===== src/sv/htfd_pkg.sv =====
package htfd_pkg;

    localparam logic [7:0]  CRC_POLY    = 8'h31;
    localparam logic [7:0]  CRC_INIT    = 8'hFF;
    localparam logic [16:0] FULL_SCALE  = 17'd65535;
    localparam logic [14:0] TEMP_SPAN   = 15'd17500;
    localparam logic [14:0] TEMP_OFFSET = 15'd4500;
    localparam logic [13:0] HUMI_SPAN   = 14'd10000;

    localparam int QUEUE_DEPTH_DFLT = 4;

    localparam logic [2:0] POS_TEMP_HI = 3'd0;
    localparam logic [2:0] POS_TEMP_LO = 3'd1;
    localparam logic [2:0] POS_TEMP_CRC = 3'd2;
    localparam logic [2:0] POS_HUMI_HI = 3'd3;
    localparam logic [2:0] POS_HUMI_LO = 3'd4;
    localparam logic [2:0] POS_HUMI_CRC = 3'd5;

    typedef struct packed {
        logic        temp_ok;
        logic        humi_ok;
        logic [15:0] temp_raw;
        logic [15:0] humi_raw;
    } t_frame;

    function automatic logic [7:0] crc_byte(input logic [7:0] crc, input logic [7:0] b);
        logic [7:0] c;
        c = crc ^ b;
        for (int k = 0; k < 8; k++) begin
            if (c[7]) begin
                c = {c[6:0], 1'b0} ^ CRC_POLY;
            end else begin
                c = {c[6:0], 1'b0};
            end
        end
        return c;
    endfunction

endpackage


===== src/sv/humidity_temp_frame_decode.sv =====
// Humidity and temperature sensor frame decoder.
// Input channel (i_in_valid / o_in_ready): one response byte per item, in the
// order temperature high, low, CRC, humidity high, low, CRC. i_frame_start
// marks the first byte of a frame and drops any partial frame.
// Output channel (o_out_valid / i_out_ready): one item per complete frame with
// both raw words, a CRC-8 pass flag per word, the overall status and the
// scaled values in hundredths.
// Throughput: one byte per cycle while the queue has room. The front end
// updates the CRC and word registers in the cycle a byte is taken and writes
// each finished frame into a small queue.
// After the sixth byte the frame goes into the queue, then through registered
// stages: multiply, quotient estimate, correction and output register.
// When the receiver stalls, the back-end pipeline holds; frames collect in the
// queue and o_in_ready falls only once the queue is full.
// Reset (synchronous, active low) empties the queue and pipeline and returns
// the front end to the first byte of a frame with the CRC at its initial value.
module humidity_temp_frame_decode #(
    parameter int QUEUE_DEPTH = htfd_pkg::QUEUE_DEPTH_DFLT
) (
    input  logic               i_clk,
    input  logic               i_rst_n,
    input  logic               i_in_valid,
    output logic               o_in_ready,
    input  logic [7:0]         i_data_byte,
    input  logic               i_frame_start,
    output logic               o_out_valid,
    input  logic               i_out_ready,
    output logic               o_status,
    output logic               o_temp_crc_ok,
    output logic               o_humi_crc_ok,
    output logic [15:0]        o_temp_raw,
    output logic [15:0]        o_humi_raw,
    output logic signed [14:0] o_temp_centi,
    output logic [13:0]        o_humi_centi
);
    import htfd_pkg::*;

    logic    w_accept, w_push, w_pop, w_full, w_empty;
    t_frame  w_wr_frame, w_rd_frame;

    assign o_in_ready = !w_full;
    assign w_accept   = i_in_valid && o_in_ready;

    htfd_front u_front (
        .i_clk         (i_clk),
        .i_rst_n       (i_rst_n),
        .i_accept      (w_accept),
        .i_data_byte   (i_data_byte),
        .i_frame_start (i_frame_start),
        .o_push        (w_push),
        .o_frame       (w_wr_frame)
    );

    htfd_queue #(
        .DEPTH (QUEUE_DEPTH)
    ) u_queue (
        .i_clk     (i_clk),
        .i_rst_n   (i_rst_n),
        .i_push    (w_push),
        .i_wr_data (w_wr_frame),
        .i_pop     (w_pop),
        .o_rd_data (w_rd_frame),
        .o_full    (w_full),
        .o_empty   (w_empty)
    );

    htfd_back u_back (
        .i_clk         (i_clk),
        .i_rst_n       (i_rst_n),
        .i_frame       (w_rd_frame),
        .i_empty       (w_empty),
        .o_pop         (w_pop),
        .o_valid       (o_out_valid),
        .i_ready       (i_out_ready),
        .o_status      (o_status),
        .o_temp_crc_ok (o_temp_crc_ok),
        .o_humi_crc_ok (o_humi_crc_ok),
        .o_temp_raw    (o_temp_raw),
        .o_humi_raw    (o_humi_raw),
        .o_temp_centi  (o_temp_centi),
        .o_humi_centi  (o_humi_centi)
    );

    a_status_flags: assert property (@(posedge i_clk) disable iff (!i_rst_n)
        o_out_valid |-> (o_status == !(o_temp_crc_ok && o_humi_crc_ok)))
        else $error("status disagrees with CRC flags");

    a_humi_range: assert property (@(posedge i_clk) disable iff (!i_rst_n)
        o_out_valid |-> (o_humi_centi <= 14'd10000))
        else $error("humidity out of range");

    a_temp_range: assert property (@(posedge i_clk) disable iff (!i_rst_n)
        o_out_valid |-> (o_temp_centi >= -15'sd4500 && o_temp_centi <= 15'sd13000))
        else $error("temperature out of range");

    a_push_room: assert property (@(posedge i_clk) disable iff (!i_rst_n)
        w_push |-> !w_full)
        else $error("frame pushed into full queue");

endmodule


===== src/sv/htfd_front.sv =====
module htfd_front (
    input  logic                i_clk,
    input  logic                i_rst_n,
    input  logic                i_accept,
    input  logic [7:0]          i_data_byte,
    input  logic                i_frame_start,
    output logic                o_push,
    output htfd_pkg::t_frame    o_frame
);
    import htfd_pkg::*;

    logic [2:0]  r_pos, n_pos;
    logic [7:0]  r_crc, n_crc;
    logic [15:0] r_temp_word, n_temp_word;
    logic [15:0] r_humi_word, n_humi_word;
    logic        r_temp_ok, n_temp_ok;
    logic [2:0]  w_pos;
    logic        w_humi_ok;

    always_comb begin
        w_pos = (i_frame_start || r_pos > POS_HUMI_CRC) ? POS_TEMP_HI : r_pos;
        n_pos       = r_pos;
        n_crc       = r_crc;
        n_temp_word = r_temp_word;
        n_humi_word = r_humi_word;
        n_temp_ok   = r_temp_ok;
        w_humi_ok   = (r_crc == i_data_byte);
        o_push      = 1'b0;
        if (i_accept) begin
            n_pos = w_pos + 3'd1;
            unique case (w_pos)
                POS_TEMP_HI: begin
                    n_temp_word = {i_data_byte, 8'h00};
                    n_crc       = crc_byte(CRC_INIT, i_data_byte);
                end
                POS_TEMP_LO: begin
                    n_temp_word = {r_temp_word[15:8], i_data_byte};
                    n_crc       = crc_byte(r_crc, i_data_byte);
                end
                POS_TEMP_CRC: begin
                    n_temp_ok = (r_crc == i_data_byte);
                    n_crc     = CRC_INIT;
                end
                POS_HUMI_HI: begin
                    n_humi_word = {i_data_byte, 8'h00};
                    n_crc       = crc_byte(CRC_INIT, i_data_byte);
                end
                POS_HUMI_LO: begin
                    n_humi_word = {r_humi_word[15:8], i_data_byte};
                    n_crc       = crc_byte(r_crc, i_data_byte);
                end
                default: begin
                    n_pos  = POS_TEMP_HI;
                    n_crc  = CRC_INIT;
                    o_push = 1'b1;
                end
            endcase
        end
    end

    assign o_frame = '{temp_ok: r_temp_ok, humi_ok: w_humi_ok,
                       temp_raw: r_temp_word, humi_raw: r_humi_word};

    always_ff @(posedge i_clk) begin
        if (!i_rst_n) begin
            r_pos       <= POS_TEMP_HI;
            r_crc       <= CRC_INIT;
            r_temp_word <= '0;
            r_humi_word <= '0;
            r_temp_ok   <= 1'b0;
        end else begin
            r_pos       <= n_pos;
            r_crc       <= n_crc;
            r_temp_word <= n_temp_word;
            r_humi_word <= n_humi_word;
            r_temp_ok   <= n_temp_ok;
        end
    end

endmodule


===== src/sv/htfd_queue.sv =====
module htfd_queue #(
    parameter int DEPTH = htfd_pkg::QUEUE_DEPTH_DFLT
) (
    input  logic                i_clk,
    input  logic                i_rst_n,
    input  logic                i_push,
    input  htfd_pkg::t_frame    i_wr_data,
    input  logic                i_pop,
    output htfd_pkg::t_frame    o_rd_data,
    output logic                o_full,
    output logic                o_empty
);
    import htfd_pkg::*;

    localparam int PW = (DEPTH > 1) ? $clog2(DEPTH) : 1;
    localparam int CW = $clog2(DEPTH + 1);
    localparam logic [PW-1:0] LAST = PW'(DEPTH - 1);

    t_frame          r_mem [DEPTH];
    logic [PW-1:0]   r_wr_ptr, r_rd_ptr;
    logic [CW-1:0]   r_count;
    logic            w_push, w_pop;

    assign o_full    = (r_count == CW'(DEPTH));
    assign o_empty   = (r_count == '0);
    assign w_push    = i_push && !o_full;
    assign w_pop     = i_pop && !o_empty;
    assign o_rd_data = r_mem[r_rd_ptr];

    always_ff @(posedge i_clk) begin
        if (w_push) begin
            r_mem[r_wr_ptr] <= i_wr_data;
        end
    end

    always_ff @(posedge i_clk) begin
        if (!i_rst_n) begin
            r_wr_ptr <= '0;
            r_rd_ptr <= '0;
            r_count  <= '0;
        end else begin
            if (w_push) begin
                r_wr_ptr <= (r_wr_ptr == LAST) ? '0 : r_wr_ptr + PW'(1);
            end
            if (w_pop) begin
                r_rd_ptr <= (r_rd_ptr == LAST) ? '0 : r_rd_ptr + PW'(1);
            end
            if (w_push && !w_pop) begin
                r_count <= r_count + CW'(1);
            end else if (w_pop && !w_push) begin
                r_count <= r_count - CW'(1);
            end
        end
    end

endmodule


===== src/sv/htfd_back.sv =====
module htfd_back (
    input  logic                i_clk,
    input  logic                i_rst_n,
    input  htfd_pkg::t_frame    i_frame,
    input  logic                i_empty,
    output logic                o_pop,
    output logic                o_valid,
    input  logic                i_ready,
    output logic                o_status,
    output logic                o_temp_crc_ok,
    output logic                o_humi_crc_ok,
    output logic [15:0]         o_temp_raw,
    output logic [15:0]         o_humi_raw,
    output logic signed [14:0]  o_temp_centi,
    output logic [13:0]         o_humi_centi
);
    import htfd_pkg::*;

    logic          w_adv;
    logic          r_s1_vld, r_s2_vld, r_out_vld;
    t_frame        r_s1_frm, r_s2_frm;
    logic [30:0]   r_s1_tp, r_s2_tp;
    logic [29:0]   r_s1_hp, r_s2_hp;
    logic [14:0]   r_s2_te;
    logic [13:0]   r_s2_he;
    logic [14:0]   w_te;
    logic [13:0]   w_he;
    logic [16:0]   w_t_rem, w_h_rem;
    logic [14:0]   w_tq;
    logic [13:0]   w_hq;
    logic          r_status, r_temp_ok, r_humi_ok;
    logic [15:0]   r_temp_raw, r_humi_raw;
    logic [14:0]   r_temp_centi;
    logic [13:0]   r_humi_centi;

    assign w_adv = !r_out_vld || i_ready;
    assign o_pop = w_adv && !i_empty;

    // estimate floor(p / 65535), low by at most one
    assign w_te = 15'((r_s1_tp + (r_s1_tp >> 16)) >> 16);
    assign w_he = 14'((r_s1_hp + (r_s1_hp >> 16)) >> 16);

    assign w_t_rem = 17'(r_s2_tp - (31'(r_s2_te) << 16) + 31'(r_s2_te));
    assign w_h_rem = 17'(r_s2_hp - (30'(r_s2_he) << 16) + 30'(r_s2_he));
    assign w_tq    = r_s2_te + 15'(w_t_rem >= FULL_SCALE);
    assign w_hq    = r_s2_he + 14'(w_h_rem >= FULL_SCALE);

    always_ff @(posedge i_clk) begin
        if (w_adv) begin
            r_s1_frm     <= i_frame;
            r_s1_tp      <= {15'b0, i_frame.temp_raw} * {16'b0, TEMP_SPAN};
            r_s1_hp      <= {14'b0, i_frame.humi_raw} * {16'b0, HUMI_SPAN};
            r_s2_frm     <= r_s1_frm;
            r_s2_tp      <= r_s1_tp;
            r_s2_hp      <= r_s1_hp;
            r_s2_te      <= w_te;
            r_s2_he      <= w_he;
            r_status     <= !(r_s2_frm.temp_ok && r_s2_frm.humi_ok);
            r_temp_ok    <= r_s2_frm.temp_ok;
            r_humi_ok    <= r_s2_frm.humi_ok;
            r_temp_raw   <= r_s2_frm.temp_raw;
            r_humi_raw   <= r_s2_frm.humi_raw;
            r_temp_centi <= w_tq - TEMP_OFFSET;
            r_humi_centi <= w_hq;
        end
    end

    always_ff @(posedge i_clk) begin
        if (!i_rst_n) begin
            r_s1_vld  <= 1'b0;
            r_s2_vld  <= 1'b0;
            r_out_vld <= 1'b0;
        end else if (w_adv) begin
            r_s1_vld  <= !i_empty;
            r_s2_vld  <= r_s1_vld;
            r_out_vld <= r_s2_vld;
        end
    end

    assign o_valid       = r_out_vld;
    assign o_status      = r_status;
    assign o_temp_crc_ok = r_temp_ok;
    assign o_humi_crc_ok = r_humi_ok;
    assign o_temp_raw    = r_temp_raw;
    assign o_humi_raw    = r_humi_raw;
    assign o_temp_centi  = $signed(r_temp_centi);
    assign o_humi_centi  = r_humi_centi;

endmodule


===== config.mk =====
export PLATFORM = sky130hd
export DESIGN_NAME = humidity_temp_frame_decode
export DESIGN_NICKNAME = d
export VERILOG_FILES = /design/src/sv/htfd_pkg.sv /design/src/sv/humidity_temp_frame_decode.sv /design/src/sv/htfd_front.sv /design/src/sv/htfd_queue.sv /design/src/sv/htfd_back.sv
export SDC_FILE = /design/constraint.sdc
export NUM_CORES = 1
export LEC_CHECK = 0
export BUFFER_PORTS_ARGS = -buffer_cell sky130_fd_sc_hd__buf_4
export CAP_MARGIN = 20
export CORE_MARGIN = 3
export CORE_UTILIZATION = 35
export CTS_CLUSTER_DIAMETER = 30
export CTS_CLUSTER_SIZE = 30
export DETAILED_ROUTE_END_ITERATION = 10
export GPL_TIMING_DRIVEN = 0
export RECOVER_POWER = 25
export SETUP_SLACK_MARGIN = 0.1
export SLEW_MARGIN = 20
export SYNTH_ARGS = -nofsm -noshare
export SYNTH_HDL_FRONTEND = slang
export SYNTH_HIERARCHICAL = 1
export SYNTH_SLANG_ARGS = --single-unit

===== constraint.sdc =====
create_clock -name i_clk -period 7.6 [get_ports i_clk]
set_clock_uncertainty 0.05 [all_clocks]
set_input_delay 0.76 -clock i_clk [delete_from_list [all_inputs] [get_ports i_clk]]
set_output_delay 0.76 -clock i_clk [all_outputs]
set_load 0.02 [all_outputs]

==> Flow_metrics.wiki <==
{| class="wikitable"
! Metric !! Value
|-
| Height of the die || 270 µm
|-
| Post-Synthesis Cells || 1912
|-
| Routability cong. || 0.809
|-
| Initial Util || 35.4%
|-
| Final antenna-violating net count || 0
|-
| Row cnt || 96
|-
| Number of buffer cells added on primary ports || 70
|-
| Vias || 14.4k
|-
| Setup repair after global routing missed its margin || no
|-
| Cell taking the most area after synthesis || edfxtp_1
|-
| Post-CTS clock slew at the launch and capture registers of the worst setup and hold paths || 50 ps
|-
| Average cell area after synthesis || 12.7 µm²
|-
| Syn Std Cell Area || 24400 µm²
|-
| Average wire per standard cell || 15.2 µm
|-
| Pins over their slew limit || 0
|-
| Maximum number of buffers from clock root to sink || 3
|-
| Sort of element at the end of the critical path || flip-flop
|-
| Total length of routed wires || 46.8 mm
|-
| Count of state elements after synthesis || 426
|-
| Number of enable-type register cells in the synthesized netlist || 370
|-
| Final Hold Fails || 0
|-
| Number of instances resized during post-cts repair || 0
|-
| Peak clock frequency supported by timing || 159 MHz
|-
| First-pass GRT wire length || 76.5 mm
|-
| Worst setup path category || flip-flop to flip-flop
|-
| Flip-flop cell with the highest count after synthesis || edfxtp_1
|-
| YS warnings || 6
|-
| Cell class contributing the biggest share of worst-path delay || adder cells
|-
| Min Tclk post-route || 6280 ps
|-
| Endpoints failing setup || 0
|-
| Total clock buffers created by CTS || 91
|-
| Clock net sink count || 426
|-
| Latest clock arrival within the worst-skew pair || 610 ps
|-
| MaxCap Viol Count || 0
|-
| Ratio of final minimum period to clock period || 82.6%
|-
| Number of DRC violations after detailed routing || 0
|-
| Critical Path Fanout Max || 10
|-
| Distinct cells, synth || 80
|-
| Relative slew slack || 47.2%
|-
| Cell-by-cell listing of the critical path || clkbuf_1 -> buf_2 -> mux4_2 -> ha_1 -> fa_1 -> ha_1 -> inv_1 -> fa_1 -> fa_1 -> inv_1 -> ha_1 -> a2111oi_0 -> o21ai_1 -> a211oi_2 -> nor2_2 -> a41oi_2 -> a21oi_2 -> a311o_1
|-
| Core ar. || 68800 µm²
|-
| Die ar. || 72800 µm²
|-
| Share of final-layout standard cells stronger than drive strength 1 || 14.6%
|-
| First DRT Iteration DRCs || 620
|-
| Critical path buffers and inverters || 4
|-
| # diodes || 0
|-
| Number of hold buffers added after CTS || 0
|-
| Startpoint kind of the worst setup timing path || flip-flop
|-
| Initial antenna violation count || 1
|-
| Status || finished clean
|-
| Synth top area cells || edfxtp_1 (46%), ha_1 (13%), fa_1 (6.7%)
|-
| Worst-Margin Slew || 791 ps
|-
| Clock tree from TritonCTS || yes
|-
| HPWL after detailed placement || 33.8 mm
|-
| Synthesized net count || 2267
|-
| Overall overflow remaining after global route || 0
|-
| Share of the core filled with cells || 42.7%
|-
| Buffers inserted during post-CTS setup optimization || 0
|-
| Clk root buf || clkbuf_16
|-
| Share of synthesized area occupied by flip-flops and latches || 50.2%
|-
| Area growth from synthesis to final layout || 20.5%
|-
| Chip width || 270 µm
|-
| Layout net count || 2436
|-
| IO Count || 79
|-
| Number of H-tree levels || 3
|-
| Number of global-route vias before repair || 14.9k
|-
| Worst path required time || 7900 ps
|-
| Stage delay of the slowest cell on the critical path || 540 ps
|-
| Pin count of the biggest net entering global routing || 111
|-
| First drt pass iteration count || 4
|-
| Total global routing track utilization || 13.0%
|-
| Classification of the worst-slack hold path || flip-flop to flip-flop
|-
| Slowest library cell on the worst path || fa_1
|-
| Fraction of post-synthesis cell area in the top cell type by area || 45.6%
|-
| Avg Vias per Cell || 4.65
|-
| Data arrival time of the critical path || 6580 ps
|-
| Async S/R FF share, synth || 0%
|}
layout by cell type, fill, tap and decap left out, drive strengths merged, types with 7 or more instances in the layout:
| master | instances |
|---|---|
| edfxtp | 370 |
| inv | 370 |
| o21ai | 44 |
| nand3 | 32 |
| o21a | 10 |
| a21o | 36 |
| nand2 | 62 |
| a211oi | 13 |
| xnor2 | 95 |
| a31oi | 8 |
| nor2 | 60 |
| clkbuf | 113 |
| nor3 | 27 |
| o2111ai | 7 |
| o31ai | 9 |
| ha | 261 |
| clkinvlp | 12 |
| and3 | 12 |
| clkinv | 29 |
| or3 | 10 |
| mux2i | 22 |
| xor2 | 46 |
| fa | 81 |
| dfxtp | 56 |
| a22oi | 16 |
| bufinv | 9 |
| and2 | 8 |
| a21oi | 68 |
| buf | 97 |
| mux4 | 34 |
| nand4 | 18 |
| nor2b | 46 |
| o211ai | 9 |
per-layer routing:
metal	global-route usage [%]	routed length, µm	up-vias
met1	16.3	21300	6963
met2	21.9	22500	244
met4	5.41	1240	0
met5	0	0	-
met3	2.51	1860	84
li1	-	-	7085
cells by family after synthesis:
family / after synthesis / share of synthesized area, %
and+or+nand+nor: 301 / 6.49
muxes: 56 / 4.11
AOI/OAI and AO/OA: 259 / 7.13
buffers and inverters: 383 / 6.37
xor gates and xnor gates: 145 / 5.63
adders and majority gates: 342 / 20.1
DFF: 426 / 50.2
state kept, by name (all words and copies together) (netlist names), 16 cells and up, named ones only:
register,cells
u_back/o_temp_raw,16
u_back/r_s1_tp,28
u_back/r_s1_frm,34
u_back/r_s2_frm,34
u_front/r_humi_word,16
u_front/r_temp_word,16
u_back/r_s1_hp,22
u_queue/r_mem,136
u_back/o_humi_raw,16
layout make-up:
class,instances,area (µm²)
flip-flops and latches,426,12200
repair buffers,76,661
plain buffers,33,234
clock buffers,101,2370
fillers,6245,39500
multi-input cells,1103,10600
inverters,350,1320
well taps,931,1160
clock inverters,70,802
cell usage after synthesis, types with 40 or more instances:
cell,instances
nor2b_1,46
a21oi_1,66
ha_1,261
nor2_1,58
xor2_1,45
edfxtp_1,370
dfxtp_1,56
nand2_1,61
inv_1,350
o21ai_0,40
xnor2_1,93
fa_1,81
path summary, 6_finish.rpt:
kind	from	end	slack, ps	cells after the start
worst max-delay path	flip-flop	u_back/r_s1_tp[29]	1320	18
worst min-delay path	u_back/r_s2_frm[18]	u_back/o_temp_raw[2]	350	0
worst max register to register	flip-flop	u_back/r_s1_tp[29]	1320	18
worst min register to register	u_back/r_s2_frm[18]	u_back/o_temp_raw[2]	350	0
stage by stage:
step	area, µm²	TNS, ps	instances	setup WS [ps]	hold slack [ps]
2_1_floorplan	24400	0	1912	1600	350
3_3_place_gp	26100	-88610	2913	-397	354
3_5_place_dp	26200	0	2919	1300	355
4_1_cts	29400	0	3090	1270	354
5_1_grt	29400	0	3090	907	364
6_report	29400	0	3090	1320	354
Power is not shown: default switching activity piles up to over one toggle a cycle in this logic, so the estimate is an artifact.
